[config.mk]
export PLATFORM = sky130hd
export DESIGN_NAME = puct_child_select_flat
export DESIGN_NICKNAME = d
export VERILOG_FILES = /design/src/rtl/pcs_pkg.sv /design/src/rtl/pcs_ifs.sv /design/src/rtl/puct_child_select.sv /design/src/rtl/pcs_iter_unit.sv /design/src/flat_wrapper.sv
export SDC_FILE = /design/constraint.sdc
export NUM_CORES = 2
export LEC_CHECK = 0
export BUFFER_PORTS_ARGS = -buffer_cell sky130_fd_sc_hd__buf_4
export CAP_MARGIN = 20
export CORE_MARGIN = 2
export CORE_UTILIZATION = 46
export CTS_CLUSTER_SIZE = 12
export DETAILED_ROUTE_END_ITERATION = 8
export PLACE_DENSITY_LB_ADDON = 0.25
export SLEW_MARGIN = 20
export SYNTH_ARGS = -nofsm -noshare
export SYNTH_HDL_FRONTEND = slang
export SYNTH_SLANG_ARGS = --single-unit
[constraint.sdc]
create_clock -name clk -period 6.85 [get_ports clk]
set_input_delay 0.685 -clock clk [delete_from_list [all_inputs] [get_ports clk]]
set_output_delay 0.685 -clock clk [all_outputs]
set_load 0.01 [all_outputs]
[src/rtl/pcs_pkg.sv]
// Shared widths, constants and types of the PUCT child selection block.
`timescale 1ns / 1ps

package pcs_pkg;

	localparam int VISITS_W   = 20;
	localparam int VSUM_W     = 33;
	localparam int PRIOR_W    = 16;
	localparam int PARENT_W   = 20;
	localparam int WEIGHT_W   = 16;
	localparam int SCORE_W    = 32;
	localparam int INDEX_W    = 8;

	localparam logic [WEIGHT_W-1:0] WEIGHT_RESET = 16'd5734;

	// Iterative unit widths: dividend covers |value_sum * 16|, divisor is visits + 1
	localparam int DIVIDEND_W = 37;
	localparam int DIVISOR_W  = 21;
	localparam int ROOT_W     = 26;
	localparam int REM_W      = 30;
	localparam int STEP_W     = 6;
	localparam int DIV_STEPS  = 37;
	localparam int SQRT_STEPS = 26;

	// Exploration term: c * prior (Q.28) times root (Q.16), scaled down by 2^28
	localparam int PROD_W     = WEIGHT_W + PRIOR_W;
	localparam int NUM_W      = PROD_W + ROOT_W;
	localparam int EXPL_SHIFT = 28;
	localparam int EXPL_W     = NUM_W - EXPL_SHIFT;
	localparam int MEAN_W     = DIVIDEND_W + 1;
	localparam int SUM_W      = MEAN_W + 1;

	typedef struct packed {
		logic start;
		logic sqrt_mode;
	} unit_cmd_t;

endpackage

[src/rtl/pcs_ifs.sv]
// Handshake channels for child statistics and selection results.
`timescale 1ns / 1ps

interface pcs_child_if;
	logic                                  valid;
	logic                                  ready;
	logic        [pcs_pkg::VISITS_W-1:0]   child_visit_count;
	logic signed [pcs_pkg::VSUM_W-1:0]     child_value_sum;
	logic        [pcs_pkg::PRIOR_W-1:0]    child_prior;
	logic        [pcs_pkg::PARENT_W-1:0]   parent_visit_count;
	logic                                  child_present;
	logic                                  last_child;

	modport source (
		output valid, child_visit_count, child_value_sum, child_prior, parent_visit_count,
			child_present, last_child,
		input  ready
	);
	modport sink (
		input  valid, child_visit_count, child_value_sum, child_prior, parent_visit_count,
			child_present, last_child,
		output ready
	);
endinterface

interface pcs_result_if;
	logic                                  valid;
	logic                                  ready;
	logic        [pcs_pkg::INDEX_W-1:0]    best_index;
	logic                                  found;
	logic                                  chose_unvisited;
	logic signed [pcs_pkg::SCORE_W-1:0]    best_score;

	modport source (
		output valid, best_index, found, chose_unvisited, best_score,
		input  ready
	);
	modport sink (
		input  valid, best_index, found, chose_unvisited, best_score,
		output ready
	);
endinterface

[src/rtl/puct_child_select.sv]
// Top level of the PUCT child selection block: sequencer, multiplier and run state.
//
// Usage: feed one child per transaction on the child channel; mark the final child of
// a node with last_child. After the final child one transaction on the result channel
// carries the chosen position, found and chose_unvisited flags and the Q15.16 score.
// cfg_we / cfg_wdata write the exploration constant (Q4.12); the user must write it only
// while the block is idle, which the block itself leaves unenforced.
// Scoring: mean = value_sum*16/visits, plus c*prior*sqrt(parent)/(1+visits), saturated.
// Child flow: the child channel is ready only in idle, one child at a time. An absent,
// locked-out or unvisited child goes from S_CHK to S_POST and back to idle; a scored
// child passes S_MUL1, S_MUL2, two 37-step divides on the shared unit (each waited out
// until its done flag), S_SUM, S_UPD and S_POST. The first child of a run, and each wrap
// of the position counter, first runs the 26-step square root of the parent count.
// A final child goes on from S_POST to S_FIN, which loads the result register and
// raises valid once the register is free. A finished result waits in its output
// register while the next run is taken in; if the receiver stalls, the block waits on
// the final child of the next run and takes no new child until the register is free.
// Reset (arst_n low) clears run state and output valid; exploration constant = 5734.
`timescale 1ns / 1ps

module puct_child_select #(
	parameter int MAX_CHILDREN = 256
) (
	input  logic                          clk,
	input  logic                          arst_n,
	input  logic                          cfg_we,
	input  logic [pcs_pkg::WEIGHT_W-1:0]  cfg_wdata,
	pcs_child_if.sink                     child,
	pcs_result_if.source                  result
);

	localparam int CW = (MAX_CHILDREN > 1) ? $clog2(MAX_CHILDREN) : 1;

	localparam logic [3:0] S_IDLE    = 4'd0;
	localparam logic [3:0] S_SQ_GO   = 4'd1;
	localparam logic [3:0] S_SQ_WAIT = 4'd2;
	localparam logic [3:0] S_CHK     = 4'd3;
	localparam logic [3:0] S_MUL1    = 4'd4;
	localparam logic [3:0] S_MUL2    = 4'd5;
	localparam logic [3:0] S_DM_WAIT = 4'd6;
	localparam logic [3:0] S_DE_GO   = 4'd7;
	localparam logic [3:0] S_DE_WAIT = 4'd8;
	localparam logic [3:0] S_SUM     = 4'd9;
	localparam logic [3:0] S_UPD     = 4'd10;
	localparam logic [3:0] S_POST    = 4'd11;
	localparam logic [3:0] S_FIN     = 4'd12;

	logic [3:0]                          state_q;
	logic [pcs_pkg::WEIGHT_W-1:0]        weight_q;

	// Latched child item
	logic [pcs_pkg::VISITS_W-1:0]        visits_q;
	logic signed [pcs_pkg::VSUM_W-1:0]   vsum_q;
	logic [pcs_pkg::PRIOR_W-1:0]         prior_q;
	logic [pcs_pkg::PARENT_W-1:0]        parent_q;
	logic                                present_q;
	logic                                last_q;

	// Run state
	logic signed [pcs_pkg::SCORE_W-1:0]  best_q;
	logic [CW-1:0]                       idx_q;
	logic [CW-1:0]                       cnt_q;
	logic                                have_q;
	logic                                locked_q;
	logic [pcs_pkg::ROOT_W-1:0]          root_q;

	// Score datapath
	logic [pcs_pkg::PROD_W-1:0]          prod_q;
	logic [pcs_pkg::EXPL_W-1:0]          expl_num_q;
	logic [pcs_pkg::EXPL_W-1:0]          expl_q;
	logic signed [pcs_pkg::MEAN_W-1:0]   mean_q;
	logic                                neg_q;
	logic signed [pcs_pkg::SCORE_W-1:0]  score_q;

	// Result register
	logic                                out_valid_q;
	logic [pcs_pkg::INDEX_W-1:0]         out_index_q;
	logic                                out_found_q;
	logic                                out_unv_q;
	logic signed [pcs_pkg::SCORE_W-1:0]  out_score_q;

	// Shared unit hookup
	pcs_pkg::unit_cmd_t                  cmd;
	logic [pcs_pkg::DIVIDEND_W-1:0]      opa;
	logic [pcs_pkg::DIVISOR_W-1:0]       opb;
	logic                                unit_done;
	logic [pcs_pkg::DIVIDEND_W-1:0]      unit_res;

	logic signed [pcs_pkg::MEAN_W-1:0]   scaled;
	logic [pcs_pkg::MEAN_W-1:0]          mag;
	logic [pcs_pkg::NUM_W-1:0]           num_c;
	logic [pcs_pkg::PROD_W-1:0]          prod_c;
	logic signed [pcs_pkg::SUM_W-1:0]    sum_c;
	logic signed [pcs_pkg::SCORE_W-1:0]  sat_c;
	logic                                accept;
	logic                                out_free;

	assign accept   = child.valid && child.ready;
	assign out_free = !out_valid_q || result.ready;
	assign child.ready = (state_q == S_IDLE);

	// Magnitude of value_sum * 16 for the unsigned divide
	always_comb begin
		scaled = {vsum_q[pcs_pkg::VSUM_W-1], vsum_q, 4'b0000};
		mag    = scaled[pcs_pkg::MEAN_W-1] ? pcs_pkg::MEAN_W'(-scaled)
			: pcs_pkg::MEAN_W'(scaled);
	end

	// Products for the exploration term
	assign prod_c = weight_q * prior_q;
	assign num_c  = prod_q * root_q;

	// Add mean and exploration, clamp to signed 32 bits
	always_comb begin
		sum_c = {mean_q[pcs_pkg::MEAN_W-1], mean_q}
			+ $signed({{(pcs_pkg::SUM_W-pcs_pkg::EXPL_W){1'b0}}, expl_q});
		if (sum_c[pcs_pkg::SUM_W-1:pcs_pkg::SCORE_W-1] == '0
			|| sum_c[pcs_pkg::SUM_W-1:pcs_pkg::SCORE_W-1] == '1) begin
			sat_c = sum_c[pcs_pkg::SCORE_W-1:0];
		end else if (sum_c[pcs_pkg::SUM_W-1]) begin
			sat_c = {1'b1, {(pcs_pkg::SCORE_W-1){1'b0}}};
		end else begin
			sat_c = {1'b0, {(pcs_pkg::SCORE_W-1){1'b1}}};
		end
	end

	// Issue commands to the shared unit
	always_comb begin
		cmd.start     = 1'b0;
		cmd.sqrt_mode = 1'b0;
		opa           = mag[pcs_pkg::DIVIDEND_W-1:0];
		opb           = {1'b0, visits_q};
		case (state_q)
			S_SQ_GO: begin
				cmd.start     = 1'b1;
				cmd.sqrt_mode = 1'b1;
				opa = {parent_q, {(pcs_pkg::DIVIDEND_W-pcs_pkg::PARENT_W){1'b0}}};
			end
			S_MUL1: begin
				cmd.start = 1'b1;
			end
			S_DE_GO: begin
				cmd.start = 1'b1;
				opa = pcs_pkg::DIVIDEND_W'(expl_num_q);
				opb = {1'b0, visits_q} + pcs_pkg::DIVISOR_W'(1);
			end
			default: begin
				cmd.start = 1'b0;
			end
		endcase
	end

	pcs_iter_unit u_unit (
		.clk    (clk),
		.arst_n (arst_n),
		.cmd    (cmd),
		.opa    (opa),
		.opb    (opb),
		.done   (unit_done),
		.result (unit_res)
	);

	// Hold the exploration constant
	always_ff @(posedge clk or negedge arst_n) begin
		if (!arst_n) begin
			weight_q <= pcs_pkg::WEIGHT_RESET;
		end else if (cfg_we) begin
			weight_q <= cfg_wdata;
		end
	end

	// Latch the incoming child
	always_ff @(posedge clk) begin
		if (accept) begin
			visits_q  <= child.child_visit_count;
			vsum_q    <= child.child_value_sum;
			prior_q   <= child.child_prior;
			parent_q  <= child.parent_visit_count;
			present_q <= child.child_present;
			last_q    <= child.last_child;
		end
	end

	// Score datapath registers
	always_ff @(posedge clk) begin
		if (state_q == S_MUL1) begin
			prod_q <= prod_c;
			neg_q  <= vsum_q[pcs_pkg::VSUM_W-1];
		end
		if (state_q == S_MUL2) begin
			expl_num_q <= num_c[pcs_pkg::NUM_W-1:pcs_pkg::EXPL_SHIFT];
		end
		if (state_q == S_DM_WAIT && unit_done) begin
			mean_q <= neg_q ? -$signed({1'b0, unit_res}) : $signed({1'b0, unit_res});
		end
		if (state_q == S_DE_WAIT && unit_done) begin
			expl_q <= unit_res[pcs_pkg::EXPL_W-1:0];
		end
		if (state_q == S_SUM) begin
			score_q <= sat_c;
		end
		if (state_q == S_SQ_WAIT && unit_done) begin
			root_q <= unit_res[pcs_pkg::ROOT_W-1:0];
		end
	end

	// Result payload
	always_ff @(posedge clk) begin
		if (state_q == S_FIN && out_free) begin
			out_index_q <= have_q ? pcs_pkg::INDEX_W'(idx_q) : '0;
			out_found_q <= have_q;
			out_unv_q   <= locked_q;
			out_score_q <= (have_q && !locked_q) ? best_q : '0;
		end
	end

	// Sequencer and run state
	always_ff @(posedge clk or negedge arst_n) begin
		if (!arst_n) begin
			state_q     <= S_IDLE;
			best_q      <= {1'b1, {(pcs_pkg::SCORE_W-1){1'b0}}};
			idx_q       <= '0;
			cnt_q       <= '0;
			have_q      <= 1'b0;
			locked_q    <= 1'b0;
			out_valid_q <= 1'b0;
		end else begin
			// Raise valid on a loaded result, drop it once the transaction is taken
			if (state_q == S_FIN && out_free) begin
				out_valid_q <= 1'b1;
			end else if (result.ready) begin
				out_valid_q <= 1'b0;
			end
			case (state_q)
				S_IDLE: begin
					if (accept) begin
						state_q <= (cnt_q == '0) ? S_SQ_GO : S_CHK;
					end
				end
				S_SQ_GO: begin
					state_q <= S_SQ_WAIT;
				end
				S_SQ_WAIT: begin
					if (unit_done) begin
						state_q <= S_CHK;
					end
				end
				S_CHK: begin
					if (present_q && !locked_q) begin
						if (visits_q == '0) begin
							locked_q <= 1'b1;
							have_q   <= 1'b1;
							idx_q    <= cnt_q;
							best_q   <= '0;
							state_q  <= S_POST;
						end else begin
							state_q <= S_MUL1;
						end
					end else begin
						state_q <= S_POST;
					end
				end
				S_MUL1: begin
					state_q <= S_MUL2;
				end
				S_MUL2: begin
					state_q <= S_DM_WAIT;
				end
				S_DM_WAIT: begin
					if (unit_done) begin
						state_q <= S_DE_GO;
					end
				end
				S_DE_GO: begin
					state_q <= S_DE_WAIT;
				end
				S_DE_WAIT: begin
					if (unit_done) begin
						state_q <= S_SUM;
					end
				end
				S_SUM: begin
					state_q <= S_UPD;
				end
				S_UPD: begin
					if (!have_q || score_q > best_q) begin
						have_q <= 1'b1;
						idx_q  <= cnt_q;
						best_q <= score_q;
					end
					state_q <= S_POST;
				end
				S_POST: begin
					cnt_q   <= (cnt_q == CW'(MAX_CHILDREN - 1)) ? '0 : cnt_q + 1'b1;
					state_q <= last_q ? S_FIN : S_IDLE;
				end
				S_FIN: begin
					if (out_free) begin
						best_q      <= {1'b1, {(pcs_pkg::SCORE_W-1){1'b0}}};
						idx_q       <= '0;
						cnt_q       <= '0;
						have_q      <= 1'b0;
						locked_q    <= 1'b0;
						state_q     <= S_IDLE;
					end
				end
				default: begin
					state_q <= S_IDLE;
				end
			endcase
		end
	end

	assign result.valid           = out_valid_q;
	assign result.best_index      = out_index_q;
	assign result.found           = out_found_q;
	assign result.chose_unvisited = out_unv_q;
	assign result.best_score      = out_score_q;

endmodule

[src/rtl/pcs_iter_unit.sv]
// Shared iterative unit: restoring divide or digit-by-digit square root, one bit per cycle.
`timescale 1ns / 1ps

module pcs_iter_unit (
	input  logic                               clk,
	input  logic                               arst_n,
	input  pcs_pkg::unit_cmd_t                 cmd,
	input  logic [pcs_pkg::DIVIDEND_W-1:0]     opa,
	input  logic [pcs_pkg::DIVISOR_W-1:0]      opb,
	output logic                               done,
	output logic [pcs_pkg::DIVIDEND_W-1:0]     result
);

	logic [pcs_pkg::REM_W-1:0]      rem_q;
	logic [pcs_pkg::DIVIDEND_W-1:0] quo_q;
	logic [pcs_pkg::ROOT_W-1:0]     res_q;
	logic [pcs_pkg::DIVISOR_W-1:0]  div_q;
	logic [pcs_pkg::STEP_W-1:0]     cnt_q;
	logic                           busy_q;
	logic                           sqrt_q;
	logic                           done_q;

	logic [pcs_pkg::REM_W-1:0]      a;
	logic [pcs_pkg::REM_W-1:0]      b;
	logic [pcs_pkg::REM_W:0]        diff;
	logic                           ge;

	// Form the trial operands and run the one shared subtractor
	always_comb begin
		if (sqrt_q) begin
			a = {rem_q[pcs_pkg::REM_W-3:0], quo_q[pcs_pkg::DIVIDEND_W-1 -: 2]};
			b = {{(pcs_pkg::REM_W-pcs_pkg::ROOT_W-2){1'b0}}, res_q, 2'b01};
		end else begin
			a = {rem_q[pcs_pkg::REM_W-2:0], quo_q[pcs_pkg::DIVIDEND_W-1]};
			b = {{(pcs_pkg::REM_W-pcs_pkg::DIVISOR_W){1'b0}}, div_q};
		end
		diff = {1'b0, a} - {1'b0, b};
		ge   = ~diff[pcs_pkg::REM_W];
	end

	// Control: load on start, count down one step per cycle, flag the last step
	always_ff @(posedge clk or negedge arst_n) begin
		if (!arst_n) begin
			busy_q <= 1'b0;
			done_q <= 1'b0;
			cnt_q  <= '0;
			sqrt_q <= 1'b0;
		end else begin
			done_q <= 1'b0;
			if (cmd.start) begin
				busy_q <= 1'b1;
				sqrt_q <= cmd.sqrt_mode;
				cnt_q  <= cmd.sqrt_mode ? pcs_pkg::STEP_W'(pcs_pkg::SQRT_STEPS)
					: pcs_pkg::STEP_W'(pcs_pkg::DIV_STEPS);
			end else if (busy_q) begin
				cnt_q <= cnt_q - 1'b1;
				if (cnt_q == pcs_pkg::STEP_W'(1)) begin
					busy_q <= 1'b0;
					done_q <= 1'b1;
				end
			end
		end
	end

	// Datapath: shift operand bits in, shift quotient or root bits out
	always_ff @(posedge clk) begin
		if (cmd.start) begin
			rem_q <= '0;
			quo_q <= opa;
			res_q <= '0;
			div_q <= opb;
		end else if (busy_q) begin
			rem_q <= ge ? diff[pcs_pkg::REM_W-1:0] : a;
			if (sqrt_q) begin
				quo_q <= {quo_q[pcs_pkg::DIVIDEND_W-3:0], 2'b00};
				res_q <= {res_q[pcs_pkg::ROOT_W-2:0], ge};
			end else begin
				quo_q <= {quo_q[pcs_pkg::DIVIDEND_W-2:0], ge};
			end
		end
	end

	assign done   = done_q;
	assign result = sqrt_q ? pcs_pkg::DIVIDEND_W'(res_q) : quo_q;

endmodule
[src/flat_wrapper.sv]
// flat-port wrapper written by rule: the top's interface ports become plain ports
module puct_child_select_flat 
#(
	parameter int MAX_CHILDREN = 256
)
  (clk, arst_n, cfg_we, cfg_wdata, child_valid, child_child_visit_count, child_child_value_sum, child_child_prior, child_parent_visit_count, child_child_present, child_last_child, child_ready, result_valid, result_best_index, result_found, result_chose_unvisited, result_best_score, result_ready);
  pcs_child_if child_i ();
  pcs_result_if result_i ();
  input  logic clk;
  input  logic arst_n;
  input  logic cfg_we;
  input  logic [pcs_pkg::WEIGHT_W-1:0] cfg_wdata;
  input wire logic [$bits(child_i.valid)-1:0] child_valid;
  input wire logic [$bits(child_i.child_visit_count)-1:0] child_child_visit_count;
  input wire logic [$bits(child_i.child_value_sum)-1:0] child_child_value_sum;
  input wire logic [$bits(child_i.child_prior)-1:0] child_child_prior;
  input wire logic [$bits(child_i.parent_visit_count)-1:0] child_parent_visit_count;
  input wire logic [$bits(child_i.child_present)-1:0] child_child_present;
  input wire logic [$bits(child_i.last_child)-1:0] child_last_child;
  output wire logic [$bits(child_i.ready)-1:0] child_ready;
  output wire logic [$bits(result_i.valid)-1:0] result_valid;
  output wire logic [$bits(result_i.best_index)-1:0] result_best_index;
  output wire logic [$bits(result_i.found)-1:0] result_found;
  output wire logic [$bits(result_i.chose_unvisited)-1:0] result_chose_unvisited;
  output wire logic [$bits(result_i.best_score)-1:0] result_best_score;
  input wire logic [$bits(result_i.ready)-1:0] result_ready;
  assign child_i.valid = child_valid;
  assign child_i.child_visit_count = child_child_visit_count;
  assign child_i.child_value_sum = child_child_value_sum;
  assign child_i.child_prior = child_child_prior;
  assign child_i.parent_visit_count = child_parent_visit_count;
  assign child_i.child_present = child_child_present;
  assign child_i.last_child = child_last_child;
  assign child_ready = child_i.ready;
  assign result_valid = result_i.valid;
  assign result_best_index = result_i.best_index;
  assign result_found = result_i.found;
  assign result_chose_unvisited = result_i.chose_unvisited;
  assign result_best_score = result_i.best_score;
  assign result_i.ready = result_ready;
  puct_child_select #(.MAX_CHILDREN(MAX_CHILDREN)) u_core (.clk(clk), .arst_n(arst_n), .cfg_we(cfg_we), .cfg_wdata(cfg_wdata), .child(child_i), .result(result_i));
endmodule
# Word-level counts from Yosys, hierarchy flattened
# Index checks and enable logic that the tools add are counted.
dict set report totals {
  wordCells 151
  in_bits 112
  regBits 515
  output_inout_bits 44
}
dict set report classes {
  n_mul 2
  magnitude_cmp 1
  bitwise_logic 1
  muxes 54
  add_sub_neg 7
  n_eq_ne 23
  n_reduce_logical 28
}
# operator count
set op_table {}
lappend op_table {{$mux W37} 6}
lappend op_table {{$mux W32} 6}
lappend op_table {{$pmux W32 S3} 1}
lappend op_table {{$pmux W37 S2} 1}
lappend op_table {{$mul A32 B26 Y58} 1}
lappend op_table {{$pmux W4 S13} 1}
lappend op_table {{$mux W8} 5}
lappend op_table {{$add A38 B31 Y39} 1}
lappend op_table {{$neg A37 Y38} 1}
lappend op_table {{$neg A37 Y37} 1}
lappend op_table {{$gt A32 B32 Y1} 1}
lappend op_table {{$mul A16 B16 Y32} 1}
lappend op_table {{$mux W4} 8}
lappend op_table {{$sub A30 B28 Y31} 1}
lappend op_table {{$mux W30} 1}
lappend op_table {{$mux W29} 1}
lappend op_table {{$mux W28} 1}
lappend op_table {{$pmux W8 S3} 1}
lappend op_table {{$add A20 B1 Y21 const B} 1}
lappend op_table {{$eq A4 B4 Y1 const B} 5}
lappend op_table {{$logic_not A20 Y1} 1}
lappend op_table {{$mux W20} 1}
lappend op_table {{$mux W6} 3}
lappend op_table {{$eq A4 B3 Y1 const B} 4}
lappend op_table {{25 further kinds} 62}

# Depth between registers and ports, before layout
dict set report logic_depth {
  word_depth 6
  mapped_depth 26
  depth_no_buf 25
}

# By module
# Synthesis repeated with hierarchy kept, for this count alone.
dict set report hier_totals {
  hier_cells 5965
  hier_area_um2 59238.1
}
# module n_inst area_per_inst_um2 cells_each seq_area_each_um2
set by_module_without_submodules {}
lappend by_module_without_submodules {puct_child_select 1 51807.2 5161 11456.0}
lappend by_module_without_submodules {pcs_iter_unit 1 7430.9 804 3067.9}

# Least setup slack after synthesis
# No wires, ideal clock.
dict set report synth_path {
  kind {flip-flop to flip-flop}
  from {register u_core.prod_q[17] in the netlist's numbering}
  to {register u_core.expl_num_q[29] in the netlist's numbering (data pin)}
  period_less_slack_ps 7007
  path_slack_ps -157
  t_required_ps 6591
  arrival_ps 6748
  path_buffers 1
  setup_ps 259
  path_stages_with_launch 26
  cell_sequence {edfxtp_1 -> clkbuf_1 -> nand2_1 -> fa_1 -> inv_1 -> fa_1 -> inv_1 -> fa_1 -> fa_1 -> inv_1 -> fa_1 -> fa_1 -> inv_1 -> fa_1 -> inv_1 -> ha_1 -> a21oi_1 -> a21oi_1 -> o21ai_0 -> nand2_1 -> o31ai_1 -> o31ai_1 -> a32oi_1 -> o21a_1 -> o21ai_0 -> a211o_1}
}
dict set report synth_between {
  elab_chain_cells 1
}
# element line
set synth_lines {}
lappend synth_lines {{start: declaration} puct_child_select.sv:68} ;# logic [pcs_pkg::PROD_W-1:0] prod_q;
lappend synth_lines {{start signal: assignment} puct_child_select.sv:187} ;# prod_q <= prod_c;
lappend synth_lines {{$mul A32 B26 Y58} puct_child_select.sv:111} ;# assign num_c = prod_q * root_q;
lappend synth_lines {{via u_core.num_c, one bit} puct_child_select.sv:91} ;# logic [pcs_pkg::NUM_W-1:0] num_c;
lappend synth_lines {{end signal: assignment} puct_child_select.sv:191} ;# expl_num_q <= num_c[pcs_pkg::NUM_W-1:pcs_pkg::EXPL_SHIFT];
lappend synth_lines {{end: declaration} puct_child_select.sv:69} ;# logic [pcs_pkg::EXPL_W-1:0] expl_num_q;
# The timed path passes the listed nets, and every way through them passes these cells.
# A chain may end at the register's enable or synchronous reset.

# Final worst setup path
dict set report layout_path {
  from {register u_core.root_q[2] in the netlist's numbering}
  to {register u_core.expl_num_q[29] in the netlist's numbering (data pin)}
}
dict set report layout_between {
  elab_chain_cells 1
}
# element line
set layout_lines {}
lappend layout_lines {{start: declaration} puct_child_select.sv:65} ;# logic [pcs_pkg::ROOT_W-1:0] root_q;
lappend layout_lines {{start signal: assignment} puct_child_select.sv:203} ;# root_q <= unit_res[pcs_pkg::ROOT_W-1:0];
lappend layout_lines {{$mul A32 B26 Y58} puct_child_select.sv:111}
lappend layout_lines {{via u_core.num_c, one bit} puct_child_select.sv:91}
# The timed path passes the listed nets, and every way through them passes these cells.

==> results.py <==
metrics = {
    "setup_path": {
        "r2r_cells": 24,
        "r2r_setup_slack_ps": -430,
        "cp_common_cell": "fa_1",
        "cp-start-kind": "register",
        "crit_path_start": "u_core.root_q[2]$_DFFE_PP_",
        "path_class": "register to register",
        "rr_startpoint": "u_core.root_q[2]$_DFFE_PP_",
        "critPathMaxStageDelay_ps": 570,
        "end_kind": "register",
        "path_max_fanout": 9,
        "worst_path_max_delay_cell": "fa_1",
        "r2r-end": "u_core.expl_num_q[29]$_DFFE_PP_",
        "required_ps": 7270,
        "crit_arrival_ps": 7690,
        "worstPathCellList": "buf_6, buf_12, and2_1, fa_1, fa_1, inv_1, fa_1, fa_1, inv_2, fa_1, fa_1, fa_1, ha_4, nand4_1, nor2_2, a31oi_1, a31oi_2, o31ai_4, buf_12, o31ai_4, a32oi_2, o21a_1, o211a_1, a211o_1",
    },
    "sta": {
        "fin_ws_ps": -426,
        "drv_slew": 0,
        "rsz0062_at_grt": "yes",
        "hold_viol_final": 0,
        "max_slew_margin_pct": 26.4,
        "fmax_ghz": 0.137,
        "clock_skew_ps": 60.2,
        "fin_crit_ps": 7280,
        "tightest_slew_ps": 1090,
        "post-route-period-util_pct": 106,
        "setup_violations": 20,
    },
    "yosys": {
        "synth_edf_count": 380,
        "synth-main-ff-cell": "edfxtp_1",
        "synth-seq-area-share_pct": 24.6,
        "synthArstFlopShare_pct": 15.5,
        "syn_nets": 7360,
        "netlist_area_sq_um": 59100,
        "syn_inst": 5940,
        "syn_area_per_cell_sq_um": 9.96,
        "yosys_warnings": 0,
        "synth_seq_cells": 515,
        "ys_types": 83,
    },
    "hold_path": {
        "min_delay_path_depth": 1,
        "whs_endpoint": "u_core.parent_q[19]$_DFFE_PP_",
        "min_path_type": "input port to register",
        "min_from": "child_parent_visit_count[19]",
    },
    "place": {
        "dpl.hpwl_mm": 126,
        "place_congestion": 0.907,
        "port_buffers": 155,
        "post-place-ws_ps": -711,
        "placed_area_sq_um": 64300,
        "dp.cells": 7833,
    },
    "global_route": {
        "antenna_found_initial": 4,
        "grt_pass1_vias": 43522,
        "overflow": 0,
        "grt_pass1_wl_mm": 246,
        "grt_max_degree": 71,
        "grt_use_total_pct": 23.8,
    },
    "detailed_routing": {
        "maxUsedRoutingLayer": "met4",
        "drc": 0,
        "met3_length_mm": 9.15,
        "firstDrtPassIters": 6,
        "vias_per_cell": 5.29,
        "ant_nets": 0,
        "wl_met2_mm": 69.5,
        "wirelength_mm": 153,
        "drtIter0Drc": 3111,
        "vias": 42197,
        "wl_per_cell_microns": 19.2,
        "wl_met1_mm": 70.1,
    },
    "cells_and_area": {
        "final_nets": 7686,
        "post-route-util_pct": 52.7,
        "drive_gt1_share_pct": 13.1,
        "area_growth_pct": 13.7,
        "final_cells": 7981,
        "fin_area_sq_um": 67200,
    },
    "clocking": {
        "clk_latency_ps": 710,
        "clk_path_buf_depth": 3,
        "cts_tree": "yes",
        "htreeDepth": 2,
        "clock-sinks": 515,
        "clkTransAtPathRegs_ps": 70,
        "clock-root-buffer": "clkbuf_16",
        "cts_inserted_buffers": 60,
    },
    "outcome": {
        "status": "finished with violations",
        "violations": "negative setup slack",
    },
    "run": {
        "drv_cap": 0,
    },
    "floorplan": {
        "die_h_microns": 363,
        "core-area_sq_um": 128000,
        "die_w_microns": 363,
        "ios": 156,
        "num_rows": 131,
        "die_area_sq_um": 131000,
        "start_util_pct": 46.4,
    },
}
## how the worst max path moves through the flow
stage | endpoint | depth (start not counted) | slack, ps
2_1_floorplan | u_core.expl_num_q[29]$_DFFE_PP_ | 24 | 4
3_5_place_dp | u_core.expl_num_q[29]$_DFFE_PP_ | 25 | -710
4_1_cts | u_core.expl_num_q[29]$_DFFE_PP_ | 25 | -370
6_report | u_core.expl_num_q[29]$_DFFE_PP_ | 24 | -430
3_3_place_gp | u_core.expl_num_q[15]$_DFFE_PP_ | 27 | -670
5_1_grt | u_core.expl_num_q[29]$_DFFE_PP_ | 21 | -630
## worst max-delay path: cells and delay by family, from the launching register on
kind	cells	cell delay, ps
fa+ha+maj	8	3920
flops	1	380
compound gates	8	1680
buf+inv	5	560
simple gates	3	440
## cells by family after synthesis
kind of cell,after synthesis,synth area share (%)
compound gates,667,7.09
simple gates,1778,14.8
fa+ha+maj,1308,39.3
xor+xnor,196,2.90
buf+inv,1302,8.35
flops,515,24.6
mux,174,3.07
## cell type report
type / instances / area [sq um]
fill: 11505 / 60300
multi-input combinational: 4123 / 40200
sequential: 515 / 14500
timing repair buffer: 538 / 4520
inverter: 1028 / 3860
tap: 1662 / 2080
clock buffer: 93 / 1780
clock inverter: 21 / 191
antenna: 1 / 2.50
## cells in the final DEF (no fill, tap or decap), drive strengths merged, types with 23 or more instances in the layout
cell,netlist,routed
a211oi,24,24
a21o,69,69
a21oi,221,221
and2,549,549
buf,26,537
clkbuf,248,93
dfrtp,72,72
dfxtp,55,55
edfxtp,380,380
fa,913,913
ha,395,395
inv,1025,1031
mux2,53,53
mux2i,121,121
nand2,800,800
nand2b,28,28
nand3,42,42
nand4,35,35
nor2,124,124
nor2b,43,43
nor3,69,69
o21a,28,28
o21ai,164,164
o31ai,23,23
xnor2,137,137
xor2,59,59
## cell usage after synthesis, drive strengths merged (24+ instances only)
cell	instances	area share, %
fa	913	31
nor3	69	0.58
clkbuf	248	1.6
mux2	53	1.0
nor2	124	0.79
and2	549	5.8
mux2i	121	2.0
buf	26	0.25
a21oi	221	1.9
nand4	35	0.37
ha	395	8.4
xnor2	137	2.0
o21ai	164	1.4
inv	1025	6.5
xor2	59	0.87
nor2b	43	0.45
dfxtp	55	1.9
o21a	28	0.36
edfxtp	380	19
a21o	69	0.88
a211oi	24	0.33
nand2	800	5.1
nand3	42	0.36
dfrtp	72	3.0
nand2b	28	0.30
## flip-flops by register name, summed over array words and instances, names as in the netlist, 4 cells and up
signal	count
u_core.mean_q	38
u_core.state_q	4
u_core.idx_q	8
u_core.result.best_score	32
u_core.u_unit.res_q	26
u_core.weight_q	16
u_core.result.best_index	8
u_core.best_q	32
u_core.score_q	32
u_core.cnt_q	8
u_core.expl_q	30
u_core.u_unit.rem_q	29
u_core.expl_num_q	30
u_core.parent_q	20
u_core.u_unit.div_q	21
u_core.vsum_q	33
u_core.prod_q	32
u_core.u_unit.cnt_q	6
u_core.visits_q	20
u_core.prior_q	16
u_core.root_q	26
u_core.u_unit.quo_q	37
## routing by layer
metal / track usage, % / up-vias
met4: 7.03 / 0
met5: 0 / -
met1: 34.9 / 21313
met2: 37.0 / 1182
li1: - / 19500
met3: 3.05 / 202
## stage by stage
step | hold WS (ps) | TNS [ps]
floorplan | 389 | 0
global placement | 456 | -7360
detailed placement | 465 | -8910
CTS | 146 | -2950
global route | 160 | -8900
finish | 189 | -4330
## timing repair
action                     CTS  global route
setup buffers               19            15
setup endpoints to repair   27            28
pin swaps                   47            60
hold buffers                 1             0
resized for setup           72            83
hold endpoints to repair    16             0
Power is left out: the tool's default activity adds up to more than one toggle a clock period on the data nets, which glitch-free logic cannot reach.
